`config.mk`:
```
export PLATFORM = sky130hd
export DESIGN_NAME = mv_ref_count_and_adapt
export DESIGN_NICKNAME = d
export VERILOG_FILES = /design/src/rtl/core/mvrca_pkg.sv /design/src/rtl/core/mv_ref_count_and_adapt.sv /design/src/rtl/core/mvrca_ram.sv /design/src/rtl/core/mvrca_ctrl.sv /design/src/rtl/core/mvrca_datapath.sv
export SDC_FILE = /design/constraint.sdc
export NUM_CORES = 2
export LEC_CHECK = 0
export ABC_AREA = 1
export BUFFER_PORTS_ARGS = -buffer_cell sky130_fd_sc_hd__buf_2
export CAP_MARGIN = 40
export CORE_UTILIZATION = 40
export DETAILED_ROUTE_END_ITERATION = 6
export PLACE_DENSITY = 0.6
export SETUP_SLACK_MARGIN = 0.2
export SLEW_MARGIN = 25
export SYNTH_ARGS = -nofsm -noshare
export SYNTH_HDL_FRONTEND = slang
export SYNTH_SLANG_ARGS = --single-unit
```
`constraint.sdc`:
```
create_clock -name i_clk -period 8.16 [get_ports i_clk]
set_input_delay 0.408 -clock i_clk [delete_from_list [all_inputs] [get_ports i_clk]]
set_output_delay 0.408 -clock i_clk [all_outputs]
set_load 0.01 [all_outputs]
```
`src/rtl/core/mvrca_pkg.sv`:
```
package mvrca_pkg;

    // tree shape
    localparam int NODES  = 4;
    localparam int NODE_W = 2;

    // blend constants
    localparam int COUNT_SAT         = 20;
    localparam int MAX_UPDATE_FACTOR = 144;
    localparam int PROB_ONE          = 256;
    localparam int PROB_HALF         = 128;
    localparam int PROB_MAX          = 255;

    // measured probability is 0..256, one quotient bit per divider step
    localparam int QUO_W     = 9;
    localparam int DIV_STEPS = 9;
    localparam int STEP_W    = 4;

    typedef enum logic [1:0] {
        OP_ACCUM = 2'd0,
        OP_ADAPT = 2'd1,
        OP_CLEAR = 2'd2,
        OP_LOAD  = 2'd3
    } t_opcode;

    typedef enum logic [2:0] {
        ST_IDLE,
        ST_ACC_RD,
        ST_ACC_WR,
        ST_ADP_RD,
        ST_ADP_INIT,
        ST_ADP_DIV,
        ST_ADP_MUL,
        ST_ADP_SUM
    } t_state;

    typedef struct packed {
        logic cap_acc;
        logic cap_adp;
        logic base_wr;
        logic clr;
        logic acc_wr;
        logic adp_init;
        logic div_step;
        logic adp_mul;
        logic adp_emit;
    } t_cmd;

    typedef struct packed {
        logic acc_done;
        logic div_done;
        logic ent_last;
    } t_status;

    // weight 144 * min(count, 20) / 20, as a table
    function automatic logic [7:0] update_factor(input logic [4:0] sat);
        logic [7:0] f;
        begin
            case (sat)
                5'd0:    f = 8'd0;
                5'd1:    f = 8'd7;
                5'd2:    f = 8'd14;
                5'd3:    f = 8'd21;
                5'd4:    f = 8'd28;
                5'd5:    f = 8'd36;
                5'd6:    f = 8'd43;
                5'd7:    f = 8'd50;
                5'd8:    f = 8'd57;
                5'd9:    f = 8'd64;
                5'd10:   f = 8'd72;
                5'd11:   f = 8'd79;
                5'd12:   f = 8'd86;
                5'd13:   f = 8'd93;
                5'd14:   f = 8'd100;
                5'd15:   f = 8'd108;
                5'd16:   f = 8'd115;
                5'd17:   f = 8'd122;
                5'd18:   f = 8'd129;
                5'd19:   f = 8'd136;
                default: f = 8'(MAX_UPDATE_FACTOR);
            endcase
            return f;
        end
    endfunction

endpackage

```
`src/rtl/core/mv_ref_count_and_adapt.sv`:
```
// accumulate runs one read and one write step per visited tree node (one to four nodes); clear and load
// finish in the accepting cycle. adapt runs read, setup, a 9-step divider and 2 blend steps per entry,
// giving 24 results for the default six contexts; the serial divider is the slowest part of each entry
// one transaction at a time: busy stays high until the last result is registered
// results are strobed for one cycle and cannot be stalled
// synchronous active-low reset clears all counts (per-row valid bits), base values stay undefined
module mv_ref_count_and_adapt #(
    parameter int NUM_CONTEXTS = 6,
    parameter int COUNT_WIDTH  = 16
) (
    input  logic       i_clk,
    input  logic       i_rst_n,
    input  logic       start,
    output logic       busy,
    input  logic [1:0] i_opcode,
    input  logic       i_bank,
    input  logic [2:0] i_mode,
    input  logic [2:0] i_ctx_zero_node,
    input  logic [2:0] i_ctx_nearest_node,
    input  logic [2:0] i_ctx_near_node,
    input  logic [2:0] i_ctx_new_node,
    input  logic [4:0] i_entry_index,
    input  logic [7:0] i_base_value,
    output logic       o_strobe,
    output logic [2:0] o_context_index,
    output logic [1:0] o_node_index,
    output logic [7:0] o_probability,
    output logic       o_last
);

    // command and status between the sequencer and the datapath
    mvrca_pkg::t_cmd    cmd;
    mvrca_pkg::t_status status;

    // sequencer: decodes the accepted transaction and walks nodes or entries
    mvrca_ctrl u_ctrl (
        .i_clk    (i_clk),
        .i_rst_n  (i_rst_n),
        .i_start  (start),
        .i_opcode (i_opcode),
        .i_status (status),
        .o_busy   (busy),
        .o_cmd    (cmd)
    );

    // datapath: count and base memories, per-row valid bits, divider and blend
    mvrca_datapath #(
        .NUM_CONTEXTS (NUM_CONTEXTS),
        .COUNT_WIDTH  (COUNT_WIDTH)
    ) u_datapath (
        .i_clk              (i_clk),
        .i_rst_n            (i_rst_n),
        .i_cmd              (cmd),
        .o_status           (status),
        .i_bank             (i_bank),
        .i_mode             (i_mode),
        .i_ctx_zero_node    (i_ctx_zero_node),
        .i_ctx_nearest_node (i_ctx_nearest_node),
        .i_ctx_near_node    (i_ctx_near_node),
        .i_ctx_new_node     (i_ctx_new_node),
        .i_entry_index      (i_entry_index),
        .i_base_value       (i_base_value),
        .o_context_index    (o_context_index),
        .o_node_index       (o_node_index),
        .o_probability      (o_probability),
        .o_last             (o_last),
        .o_strobe           (o_strobe)
    );

    // results only come out of an adapt walk in progress
    a_strobe_in_walk: assert property (@(posedge i_clk) disable iff (!i_rst_n)
        o_strobe |-> $past(busy))
        else $error("result strobe without a running adapt walk");

    // the final result ends the walk
    a_last_ends_walk: assert property (@(posedge i_clk) disable iff (!i_rst_n)
        (o_strobe && o_last) |-> !busy)
        else $error("block still busy after the final result");

    // clear and load finish in the accepting cycle
    a_short_ops: assert property (@(posedge i_clk) disable iff (!i_rst_n)
        (start && !busy && (i_opcode == mvrca_pkg::OP_CLEAR ||
                            i_opcode == mvrca_pkg::OP_LOAD)) |=> !busy)
        else $error("clear or load left the block busy");

    // clamp keeps the probability nonzero
    a_prob_nonzero: assert property (@(posedge i_clk) disable iff (!i_rst_n)
        o_strobe |-> (o_probability != 8'd0))
        else $error("emitted probability of zero");

endmodule

```
`src/rtl/core/mvrca_ram.sv`:
```
module mvrca_ram #(
    parameter int WIDTH = 8,
    parameter int DEPTH = 16
) (
    input  logic                     i_clk,
    input  logic                     i_we,
    input  logic [$clog2(DEPTH)-1:0] i_waddr,
    input  logic [WIDTH-1:0]         i_wdata,
    input  logic [$clog2(DEPTH)-1:0] i_raddr,
    output logic [WIDTH-1:0]         o_rdata
);

    logic [WIDTH-1:0] r_mem [DEPTH];
    logic [WIDTH-1:0] r_rdata;

    always_ff @(posedge i_clk) begin
        if (i_we) begin
            r_mem[i_waddr] <= i_wdata;
        end
        r_rdata <= r_mem[i_raddr];
    end

    assign o_rdata = r_rdata;

endmodule

```
`src/rtl/core/mvrca_ctrl.sv`:
```
module mvrca_ctrl (
    input  logic                i_clk,
    input  logic                i_rst_n,
    input  logic                i_start,
    input  logic [1:0]          i_opcode,
    input  mvrca_pkg::t_status  i_status,
    output logic                o_busy,
    output mvrca_pkg::t_cmd     o_cmd
);

    mvrca_pkg::t_state r_state;
    mvrca_pkg::t_state n_state;

    always_ff @(posedge i_clk) begin
        if (!i_rst_n) begin
            r_state <= mvrca_pkg::ST_IDLE;
        end else begin
            r_state <= n_state;
        end
    end

    always_comb begin
        n_state = r_state;
        o_cmd   = '0;
        o_busy  = 1'b1;
        case (r_state)
            mvrca_pkg::ST_IDLE: begin
                o_busy = 1'b0;
                if (i_start) begin
                    case (mvrca_pkg::t_opcode'(i_opcode))
                        mvrca_pkg::OP_ACCUM: begin
                            o_cmd.cap_acc = 1'b1;
                            n_state       = mvrca_pkg::ST_ACC_RD;
                        end
                        mvrca_pkg::OP_ADAPT: begin
                            o_cmd.cap_adp = 1'b1;
                            n_state       = mvrca_pkg::ST_ADP_RD;
                        end
                        mvrca_pkg::OP_CLEAR: begin
                            o_cmd.clr = 1'b1;
                        end
                        mvrca_pkg::OP_LOAD: begin
                            o_cmd.base_wr = 1'b1;
                        end
                        default: begin
                            n_state = mvrca_pkg::ST_IDLE;
                        end
                    endcase
                end
            end
            mvrca_pkg::ST_ACC_RD: begin
                n_state = mvrca_pkg::ST_ACC_WR;
            end
            mvrca_pkg::ST_ACC_WR: begin
                o_cmd.acc_wr = 1'b1;
                n_state = i_status.acc_done ? mvrca_pkg::ST_IDLE : mvrca_pkg::ST_ACC_RD;
            end
            mvrca_pkg::ST_ADP_RD: begin
                n_state = mvrca_pkg::ST_ADP_INIT;
            end
            mvrca_pkg::ST_ADP_INIT: begin
                o_cmd.adp_init = 1'b1;
                n_state        = mvrca_pkg::ST_ADP_DIV;
            end
            mvrca_pkg::ST_ADP_DIV: begin
                o_cmd.div_step = 1'b1;
                if (i_status.div_done) begin
                    n_state = mvrca_pkg::ST_ADP_MUL;
                end
            end
            mvrca_pkg::ST_ADP_MUL: begin
                o_cmd.adp_mul = 1'b1;
                n_state       = mvrca_pkg::ST_ADP_SUM;
            end
            mvrca_pkg::ST_ADP_SUM: begin
                o_cmd.adp_emit = 1'b1;
                n_state = i_status.ent_last ? mvrca_pkg::ST_IDLE : mvrca_pkg::ST_ADP_RD;
            end
            default: begin
                n_state = mvrca_pkg::ST_IDLE;
            end
        endcase
    end

endmodule

```
`src/rtl/core/mvrca_datapath.sv`:
```
module mvrca_datapath #(
    parameter int NUM_CONTEXTS = 6,
    parameter int COUNT_WIDTH  = 16
) (
    input  logic               i_clk,
    input  logic               i_rst_n,
    input  mvrca_pkg::t_cmd    i_cmd,
    output mvrca_pkg::t_status o_status,
    input  logic               i_bank,
    input  logic [2:0]         i_mode,
    input  logic [2:0]         i_ctx_zero_node,
    input  logic [2:0]         i_ctx_nearest_node,
    input  logic [2:0]         i_ctx_near_node,
    input  logic [2:0]         i_ctx_new_node,
    input  logic [4:0]         i_entry_index,
    input  logic [7:0]         i_base_value,
    output logic [2:0]         o_context_index,
    output logic [1:0]         o_node_index,
    output logic [7:0]         o_probability,
    output logic               o_last,
    output logic               o_strobe
);

    localparam int CTX_W     = (NUM_CONTEXTS > 1) ? $clog2(NUM_CONTEXTS) : 1;
    localparam int ENT_W     = CTX_W + mvrca_pkg::NODE_W;
    localparam int BANK_ROWS = 1 << ENT_W;
    localparam int ENTRIES   = NUM_CONTEXTS * mvrca_pkg::NODES;
    localparam int SUM_W     = COUNT_WIDTH + 1;
    localparam int REM_W     = COUNT_WIDTH + 2;
    localparam int PROD_W    = 17;
    localparam int QW        = mvrca_pkg::QUO_W;

    // captured item
    logic                             r_adapt;
    logic                             r_bank;
    logic [2:0]                       r_mode;
    logic [2:0]                       r_ctx [mvrca_pkg::NODES];
    logic [mvrca_pkg::NODE_W-1:0]     r_node;
    logic [ENT_W-1:0]                 r_ent;
    logic [1:0][BANK_ROWS-1:0]        r_valid;

    // divider and blend
    logic [REM_W-1:0]                 r_rem;
    logic [SUM_W-1:0]                 r_den;
    logic [QW-1:0]                    r_quo;
    logic [mvrca_pkg::STEP_W-1:0]     r_step;
    logic                             r_zero;
    logic [7:0]                       r_factor;
    logic [7:0]                       r_base;
    logic [PROD_W-1:0]                r_prod;

    // result registers
    logic                             r_strobe;
    logic [7:0]                       r_prob;
    logic [2:0]                       r_ctx_o;
    logic [1:0]                       r_node_o;
    logic                             r_last;

    logic [2:0]                       cur_ctx;
    logic                             ctx_ok;
    logic [ENT_W-1:0]                 acc_ent;
    logic [ENT_W-1:0]                 rd_ent;
    logic                             row_ok;
    logic [2*COUNT_WIDTH-1:0]         cnt_rdata;
    logic [COUNT_WIDTH-1:0]           c0;
    logic [COUNT_WIDTH-1:0]           c1;
    logic [COUNT_WIDTH-1:0]           new_c0;
    logic [COUNT_WIDTH-1:0]           new_c1;
    logic                             take_left;
    logic                             cnt_we;
    logic [SUM_W-1:0]                 count_sum;
    logic [4:0]                       sat;
    logic [7:0]                       base_rdata;
    logic                             base_we;
    logic [REM_W-1:0]                 shifted;
    logic                             fits;
    logic [QW-1:0]                    meas;
    logic [PROD_W-1:0]                meas_term;
    logic [PROD_W-1:0]                blend_sum;
    logic [QW-1:0]                    p9;
    logic [7:0]                       prob;

    // accumulate walks one node per read/write pair
    assign cur_ctx   = r_ctx[r_node];
    assign ctx_ok    = 5'(cur_ctx) < 5'(NUM_CONTEXTS);
    assign acc_ent   = {CTX_W'(cur_ctx), r_node};
    assign rd_ent    = r_adapt ? r_ent : acc_ent;
    assign row_ok    = r_valid[r_bank][rd_ent];
    assign c0        = row_ok ? cnt_rdata[COUNT_WIDTH-1:0] : '0;
    assign c1        = row_ok ? cnt_rdata[2*COUNT_WIDTH-1:COUNT_WIDTH] : '0;
    assign take_left = (r_mode == 3'(r_node));
    assign new_c0    = (take_left && (c0 != '1)) ? c0 + 1'b1 : c0;
    assign new_c1    = (!take_left && (c1 != '1)) ? c1 + 1'b1 : c1;
    assign cnt_we    = i_cmd.acc_wr && ctx_ok;

    assign count_sum = {1'b0, c0} + {1'b0, c1};
    assign sat       = (count_sum > SUM_W'(mvrca_pkg::COUNT_SAT))
                     ? 5'(mvrca_pkg::COUNT_SAT) : count_sum[4:0];

    assign base_we   = i_cmd.base_wr && (7'(i_entry_index) < 7'(ENTRIES));

    // restoring divider, first step compares without a shift
    assign shifted   = (r_step == '0) ? r_rem : {r_rem[REM_W-2:0], 1'b0};
    assign fits      = shifted >= {1'b0, r_den};

    assign meas      = r_zero ? QW'(mvrca_pkg::PROB_HALF) : r_quo;
    assign meas_term = PROD_W'(meas) * PROD_W'(r_factor);
    assign blend_sum = r_prod + meas_term + PROD_W'(mvrca_pkg::PROB_HALF);
    assign p9        = blend_sum[PROD_W-1:8];
    assign prob      = (p9 == '0) ? 8'd1
                     : (p9 > QW'(mvrca_pkg::PROB_MAX)) ? 8'(mvrca_pkg::PROB_MAX)
                     : p9[7:0];

    assign o_status.acc_done = take_left || (r_node == mvrca_pkg::NODE_W'(mvrca_pkg::NODES - 1));
    assign o_status.div_done = (r_step == mvrca_pkg::STEP_W'(mvrca_pkg::DIV_STEPS - 1));
    assign o_status.ent_last = (r_ent == ENT_W'(ENTRIES - 1));

    mvrca_ram #(
        .WIDTH (2 * COUNT_WIDTH),
        .DEPTH (2 * BANK_ROWS)
    ) u_count_ram (
        .i_clk   (i_clk),
        .i_we    (cnt_we),
        .i_waddr ({r_bank, acc_ent}),
        .i_wdata ({new_c1, new_c0}),
        .i_raddr ({r_bank, rd_ent}),
        .o_rdata (cnt_rdata)
    );

    mvrca_ram #(
        .WIDTH (8),
        .DEPTH (BANK_ROWS)
    ) u_base_ram (
        .i_clk   (i_clk),
        .i_we    (base_we),
        .i_waddr (ENT_W'(i_entry_index)),
        .i_wdata (i_base_value),
        .i_raddr (r_ent),
        .o_rdata (base_rdata)
    );

    // control state
    always_ff @(posedge i_clk) begin
        if (!i_rst_n) begin
            r_valid  <= '0;
            r_strobe <= 1'b0;
            r_adapt  <= 1'b0;
            r_node   <= '0;
            r_ent    <= '0;
            r_step   <= '0;
        end else begin
            r_strobe <= i_cmd.adp_emit;
            if (i_cmd.cap_acc || i_cmd.cap_adp) begin
                r_adapt <= i_cmd.cap_adp;
                r_node  <= '0;
                r_ent   <= '0;
            end
            if (i_cmd.clr) begin
                r_valid[i_bank] <= '0;
            end
            if (cnt_we) begin
                r_valid[r_bank][acc_ent] <= 1'b1;
            end
            if (i_cmd.acc_wr) begin
                r_node <= r_node + 1'b1;
            end
            if (i_cmd.adp_init) begin
                r_step <= '0;
            end else if (i_cmd.div_step) begin
                r_step <= r_step + 1'b1;
            end
            if (i_cmd.adp_emit) begin
                r_ent <= r_ent + 1'b1;
            end
        end
    end

    // payload
    always_ff @(posedge i_clk) begin
        if (i_cmd.cap_acc || i_cmd.cap_adp) begin
            r_bank   <= i_bank;
            r_mode   <= i_mode;
            r_ctx[0] <= i_ctx_zero_node;
            r_ctx[1] <= i_ctx_nearest_node;
            r_ctx[2] <= i_ctx_near_node;
            r_ctx[3] <= i_ctx_new_node;
        end
        if (i_cmd.adp_init) begin
            r_rem    <= REM_W'(c0);
            r_den    <= count_sum;
            r_quo    <= '0;
            r_zero   <= (count_sum == '0);
            r_factor <= mvrca_pkg::update_factor(sat);
            r_base   <= base_rdata;
        end
        if (i_cmd.div_step) begin
            r_rem <= fits ? shifted - {1'b0, r_den} : shifted;
            r_quo <= {r_quo[QW-2:0], fits};
        end
        if (i_cmd.adp_mul) begin
            r_prod <= PROD_W'(r_base)
                    * (PROD_W'(mvrca_pkg::PROB_ONE) - PROD_W'(r_factor));
        end
        if (i_cmd.adp_emit) begin
            r_prob   <= prob;
            r_ctx_o  <= 3'(r_ent[ENT_W-1:mvrca_pkg::NODE_W]);
            r_node_o <= r_ent[mvrca_pkg::NODE_W-1:0];
            r_last   <= o_status.ent_last;
        end
    end

    assign o_strobe        = r_strobe;
    assign o_probability   = r_prob;
    assign o_context_index = r_ctx_o;
    assign o_node_index    = r_node_o;
    assign o_last          = r_last;

endmodule

```
Word level (Yosys, flattened, before mapping). Memory sizes are Yosys's and may differ from the RTL's. A register that Yosys moved wholly into a read port is not among the register bits. Index checks and enable logic that the tools add are counted.

$add $sub $neg: 10. $mul: 2. Magnitude comparators: 12. Equality and inequality tests: 19. Multiplexer cells: 57. Bitwise operators: 4. Reduce and logical (&&, ||, !) cells: 21.

Operator list (count): $mux 64 (3); $mux 32 (4); $mux 18 (4); $and 64x64->64 (1); $demux 32 s1 (2); $mux 16 (4); $not 64->64 (1); $or 64x64->64 (1); $add 16x1->16 const B (2); $ne 16x16->1 const B (2); $mux 9 (3); $pmux 3 s8 (1); $mux 5 (4); $mux 1 (19); $ge 18x17->1 (1); $sub 18x17->18 (1); $add 16x16->17 (1); $add 17x17->17 (1); $add 17x8->17 const B (1); $gt 17x5->1 const B (1); $logic_not 17->1 (1); $mul 8x17->17 (1); $mul 9x8->17 (1); $eq 3x3->1 const B (4); 38 further kinds (61).

Register bits after elaboration: 168. Memory bits (writable): 2316. ROM bits: 256. Input bits: 34. Output and inout bits: 16. Logic and storage cells: 150. Memories: 4.

Memories: u_datapath.u_count_ram.r_mem (words 64, bits a word 32, rd ports 1, clocked after Yosys merged registers in 1, write ports 1, RTL line mvrca_ram.sv:13) `logic [WIDTH-1:0] r_mem [DEPTH];`; (name not given) (words 32, bits a word 8, rd ports 1, clocked after Yosys merged registers in 1, write ports 0, RTL line mvrca_pkg.sv:59) `case (sat)`; u_datapath.u_base_ram.r_mem (words 32, bits a word 8, rd ports 1, clocked after Yosys merged registers in 1, write ports 1, RTL line mvrca_ram.sv:13); u_datapath.r_ctx (words 4, bits a word 3, rd ports 1, clocked after Yosys merged registers in 1, write ports 4, RTL line mvrca_datapath.sv:37) `logic [2:0] r_ctx [mvrca_pkg::NODES];`.

Depth between registers and ports, before layout.
Depth after elaboration: 10. Mapped depth: 39. Mapped depth without buffers: 35.

Hierarchy. From an unflattened synthesis, not the netlist that was laid out.

Cell total of the unflattened synthesis: 9788. Area total of the unflattened synthesis: 109730.2 um2.

Modules (own cells, without submodules): mvrca_ram (u_datapath.u_count_ram) (instances 1, cells each 6769, area an instance 82738.1 um2, sequential area each 62139.6 um2); mvrca_datapath (instances 1, cells each 2048, area an instance 15927.8 um2, sequential area each 4824.6 um2); mvrca_ram (u_datapath.u_base_ram) (instances 1, cells each 922, area an instance 10786.6 um2, sequential area each 7847.5 um2); mvrca_ctrl (instances 1, cells each 49, area an instance 277.8 um2, sequential area each 60.1 um2).

Worst setup path before layout. OpenSTA, ideal clock, no wires.

Path kind: register to register. Start: register u_datapath.r_zero. End: register u_datapath.r_prob[0] (netlist: u_datapath.o_probability[0]) (data pin). Data arrival time: 5.669 ns. Data required time: 7.879 ns. Path slack: 2.210 ns. Cell stages (with the launch flop): 27. Cells stage by stage: edfxtp_1 > clkbuf_1 > nor2_1 > nand2_1 > fa_1 > inv_1 > fa_1 > inv_1 > fa_1 > inv_1 > fa_1 > fa_1 > ha_1 > a21oi_1 > o21ai_0 > nand2_1 > nand2_1 > nand2_1 > nand2_1 > a21o_1 > a21oi_1 > o21bai_1 > a21o_1 > a21o_1 > a21oi_1 > xor2_1 > nand3_1.

Longest elaborated chain between the ends: 6. Elaborated cells on any way between the ends: 7. Classes of those cells: add/sub (2); mul (1); order compare (1); mux (1); reduce/logical (2).

RTL lines: from (decl) (RTL line mvrca_datapath.sv:47) `logic r_zero;`; from (signal assigned) (RTL line mvrca_datapath.sv:192) `r_zero <= (count_sum == '0);`; $mux 9 * (RTL line mvrca_datapath.sv:106) `assign meas = r_zero ? QW'(mvrca_pkg::PROB_HALF) : r_quo;`; $mul 9x8->17 * (RTL line mvrca_datapath.sv:107) `assign meas_term = PROD_W'(meas) * PROD_W'(r_factor);`; $add 17x17->17 * (RTL line mvrca_datapath.sv:108) `assign blend_sum = r_prod + meas_term + PROD_W'(mvrca_pkg::PROB_HALF);`; $add 17x8->17 * (RTL line mvrca_datapath.sv:108); $gt 9x8->1 / $logic_not 9->1 (equally long branches) (RTL line mvrca_datapath.sv:111, mvrca_datapath.sv:110); $reduce_or 2->1 (no line); to (signal assigned) (RTL line mvrca_datapath.sv:205) `r_prob <= prob;`; to (decl) (RTL line mvrca_datapath.sv:54) `logic [7:0] r_prob;`.

Every way passes the cells marked *; elsewhere a longest branch is shown, timed or not. A chain may end at the register's enable or synchronous reset.

Worst setup path in the final report.
Start: register u_datapath.r_node[1] in the netlist's numbering. End: register u_datapath.r_factor[1] (data pin).

Longest elaborated chain between the ends: 7. Elaborated cells on any way between the ends: 8. Classes of those cells: add/sub (1); order compare (1); mux (6).

RTL lines: from (decl) (RTL line mvrca_datapath.sv:38) `logic [mvrca_pkg::NODE_W-1:0] r_node;`; from (signal assigned) (RTL line mvrca_datapath.sv:165) `r_node <= r_node + 1'b1;`; $mux 5 * (RTL line mvrca_datapath.sv:87) `assign rd_ent = r_adapt ? r_ent : acc_ent;`; $bmux 1 s5 * (RTL line mvrca_datapath.sv:88) `assign row_ok = r_valid[r_bank][rd_ent];`; $mux 1 (not written as such) * (RTL line mvrca_datapath.sv:88); $mux 16 (on tied branches) (RTL line mvrca_datapath.sv:89, mvrca_datapath.sv:90); $add 16x16->17 * (RTL line mvrca_datapath.sv:96) `assign count_sum = {1'b0, c0} + {1'b0, c1};`; $gt 17x5->1 (RTL line mvrca_datapath.sv:97) `assign sat = (count_sum > SUM_W'(mvrca_pkg::COUNT_SAT))`; $mux 5 * (RTL line mvrca_datapath.sv:98) `? 5'(mvrca_pkg::COUNT_SAT) : count_sum[4:0];`; to (decl) (RTL line mvrca_datapath.sv:48) `logic [7:0] r_factor;`.

Every way passes the cells marked *; elsewhere a longest branch is shown, timed or not. The select of a mux whose other input is x is not followed.

==> Implementation_results.wiki <==
{| class="wikitable"
! Metric !! Value
|-
| Top post-synthesis cells by count || edfxtp_1 (2,412), nor2_1 (1,765), o21ai_0 (1,580), o22ai_1 (682), clkbuf_1 (525)
|-
| Cell family with most CP delay || simple AND/OR/NAND/NOR gates
|-
| Worst path bufs/invs || 5
|-
| Global-route wire length before repair || roughly 440,000 µm
|-
| Critical Path Start Type || flip-flop
|-
| Slack of the critical path || 1.58 ns
|-
| Clock tree from TritonCTS || done
|-
| Worst clock skew on the final layout || 0.0592 ns
|-
| Most frequent cell on the critical path || nand2_1
|-
| Static power due to leakage || about 43 nW
|-
| Number of enable-type register cells in the synthesized netlist || around 2,400
|-
| Number of synthesized register bits || about 2,500
|-
| Post-Synthesis Mean Instance Area || roughly 12 µm²
|-
| Share of Yosys cell area claimed by the top area cell type || 0.680
|-
| CP arrival || 7.26 ns
|-
| Antenna violations before repair || 7
|-
| Remaining number of nets flagged by the antenna check after routing || 0
|-
| Number of placed I/O pins || 50
|-
| Max-slew violation count || 0
|-
| Chip width || roughly 520 µm
|-
| Number of hold violations in the final report || 0
|-
| Count of buffers added by post-CTS timing repair for setup || 0
|-
| Flop2flop setup slack || ~1.6 ns
|-
| Area of the mapped netlist || between 100,000 and 150,000 µm²
|-
| WL per Instance || roughly 23 µm
|-
| Yosys Warn Count || 0
|-
| Aggregate global routing overflow || 0
|-
| Worst Setup SP || u_datapath.r_node[1]
|-
| Clock root buffer master || clkbuf_16
|-
| CTS Buf Count || around 280
|-
| Worst skew pair latency || 0.93 ns
|-
| CTS Sinks || between 2,000 and 3,000
|-
| Area of the placeable core || roughly 270,000 µm²
|-
| Worst path max stage delay || 0.60 ns
|-
| Startpoint of the tightest hold check path || i_base_value[7]
|-
| Clock-pin slew of the registers on the worst-case setup and hold paths || roughly 0.060 ns
|-
| Number of port buffers || ~50
|-
| Starting density of the core || 0.402
|-
| CP max FO || 49
|-
| Die Area || between 200,000 and 300,000 µm²
|-
| Number of global-route vias before repair || a little under 70,000
|-
| Summed negative setup slack over all endpoints || 0 ns
|-
| DRC viols || 0
|-
| Most frequent cell after synthesis || edfxtp_1
|-
| Power density normalized to cell area || 254 nW/µm²
|-
| Core Rows || around 190
|-
| CTS resizes || 0
|-
| Share of the cycle needed by the critical path after routing || 0.806
|-
| Hold crit path type || in -> reg
|-
| Share of layout cells above drive strength 1 || 0.0827
|-
| Maximum number of pins on one net before global-route repair || approximately 200
|-
| Syn Inst Count || approximately 8,800
|-
| Combined global-route utilization of all metal layers || 0.218
|-
| Initial DRC Count || 8,245
|-
| Share of the yosys chip area belonging to registers || 0.703
|-
| Leading post-synthesis cells by cell area || edfxtp_1 (68%), o21ai_0 (7.4%), nor2_1 (6.2%)
|-
| CTS Hold Buffers Added || 27
|-
| Max-Slew Margin vs Limit || 0.291
|-
| Longest Clk Path Bufs || 4
|-
| Data required, critical path || roughly 9 ns
|-
| Via density per instance || roughly 5.5
|-
| Synth-to-layout area growth || 15.6%
|-
| Post-synthesis cell type count || between 50 and 60
|-
| Worst setup timing slack at the placement stage || between 1.5 and 2 ns
|-
| Run status || complete, no violations
|-
| Final worst path period need || 6.58 ns
|-
| Inst Count DP || between 10,000 and 15,000
|-
| Final #Nets || ~9,600
|-
| Final instance count without filler cells || roughly 13,000
|-
| Chip height || 518 µm
|-
| Worst reg2reg path startpoint || u_datapath.r_node[1]
|-
| Max stage delay cell, worst path || nor2_1
|-
| RSZ-0062 raised after global routing || no
|-
| GP Congestion || between 0.9 and 1
|-
| Worst-Margin Slew || around 1.1 ns
|-
| Vias after detailed routing || ~72,000
|-
| Router iterations before antenna repair || 6
|-
| Type of the worst setup path || reg -> reg
|-
| Highest clock rate || between 150 and 200 MHz
|-
| Dominant cell type by area after synthesis || edfxtp_1
|-
| Post-synth top flop || edfxtp_1
|-
| Ys async rst share || 0
|-
| Hpwl dp || between 150,000 and 200,000 µm
|-
| Worst supply voltage drop on vdd || 214 µV
|-
| Number of setup violations in the final report || 0
|-
| Number of H-tree branching levels || 5
|-
| Max-cap violation count || 0
|-
| Worst setup EP type || flip-flop
|-
| Final wirelength || 300,000 µm
|}
-- metrics by stage --
step | hold WS [ns] | area (µm²) | utilization | power (W)
6_report | 0.0473 | 123000 | 0.465 | 0.0312
5_1_grt | 0.0469 | 123000 | 0.465 | 0.0323
4_1_cts | 0.00305 | 123000 | 0.463 | 0.0314
3_5_place_dp | 0.390 | 114000 | 0.430 | 0.0195
3_3_place_gp | 0.386 | 113000 | 0.428 | 0.0194
2_1_floorplan | 0.386 | 109000 | - | 0.0181
-- cell usage in the layout, fill, tap and decap left out, types with 33 or more instances in the layout --
cell type and instances:
clkbuf_1 87, dfxtp_1 120, o21ai_0 1578, inv_1 366, nor2_1 1715, clkbuf_16 290, nor2_4 53, conb_1 576
ha_1 128, nand2_1 510, edfxtp_1 2412, nand3_1 95, nor3_1 33, a21oi_1 115, o22ai_1 682, buf_2 50
fa_1 100, clkinv_1 46, o221ai_1 54, buf_4 167
-- sequential cells by signal, summed over array words and instances, names as in the netlist, 9 cells and up, named ones only --
register / count
u_datapath.u_count_ram.r_mem: 2048
u_datapath.u_base_ram.r_mem: 256
u_datapath.r_valid: 64
u_datapath.u_count_ram.o_rdata: 32
u_datapath.r_rem: 18
u_datapath.r_den: 17
u_datapath.r_prod: 17
u_datapath.r_ctx: 12
u_datapath.r_quo: 9
-- report_power, final --
part | switching, W | internal (W) | leakage, nW
Sequential | 0.000180 | 0.0154 | 23.7
Clock | 0.00494 | 0.00698 | 4.14
Combinational | 0.00282 | 0.000907 | 15.3
Total | 0.00794 | 0.0233 | 43.1
-- kinds of logic after synthesis --
kind of cell / synth area share
DFF: 0.703
and+or+nand+nor: 0.0946
AOI/OAI and AO/OA: 0.129
buffers and inverters: 0.0340
adders and majority gates: 0.0338
xor gates and xnor gates: 0.00600
muxes: 0.000188
other: 0.0000352
-- layer usage --
layer  global-route usage  up-vias  share of wire
met4               0.0791        2          0.034
met1                0.296    36300           0.41
met3               0.0318      560          0.079
met2                0.355     3042           0.47
li1                     -    32600              -
met5                    0        -       0.000043
-- cell type report --
| class | instances | area, µm² |
|---|---|---|
| timing repair buffer | 288 | 2710 |
| clock inverter | 97 | 838 |
| inverter | 387 | 1470 |
| antenna | 2 | 5.00 |
| fill | 23600 | 142000 |
| multi-input combinational | 5891 | 31100 |
| tap | 3533 | 4420 |
| clock buffer | 384 | 7680 |
| sequential | 2534 | 74900 |
-- final timing paths --
check                                           end  cells past startpoint
setup / recovery             u_datapath.r_factor[1]                     27
setup reg to reg             u_datapath.r_factor[1]                     27
hold / removal    u_datapath.u_base_ram.r_mem[8][7]                      1
hold reg to reg                u_datapath.r_base[7]                      0
Note: power is estimated with default switching activity, not from simulation.
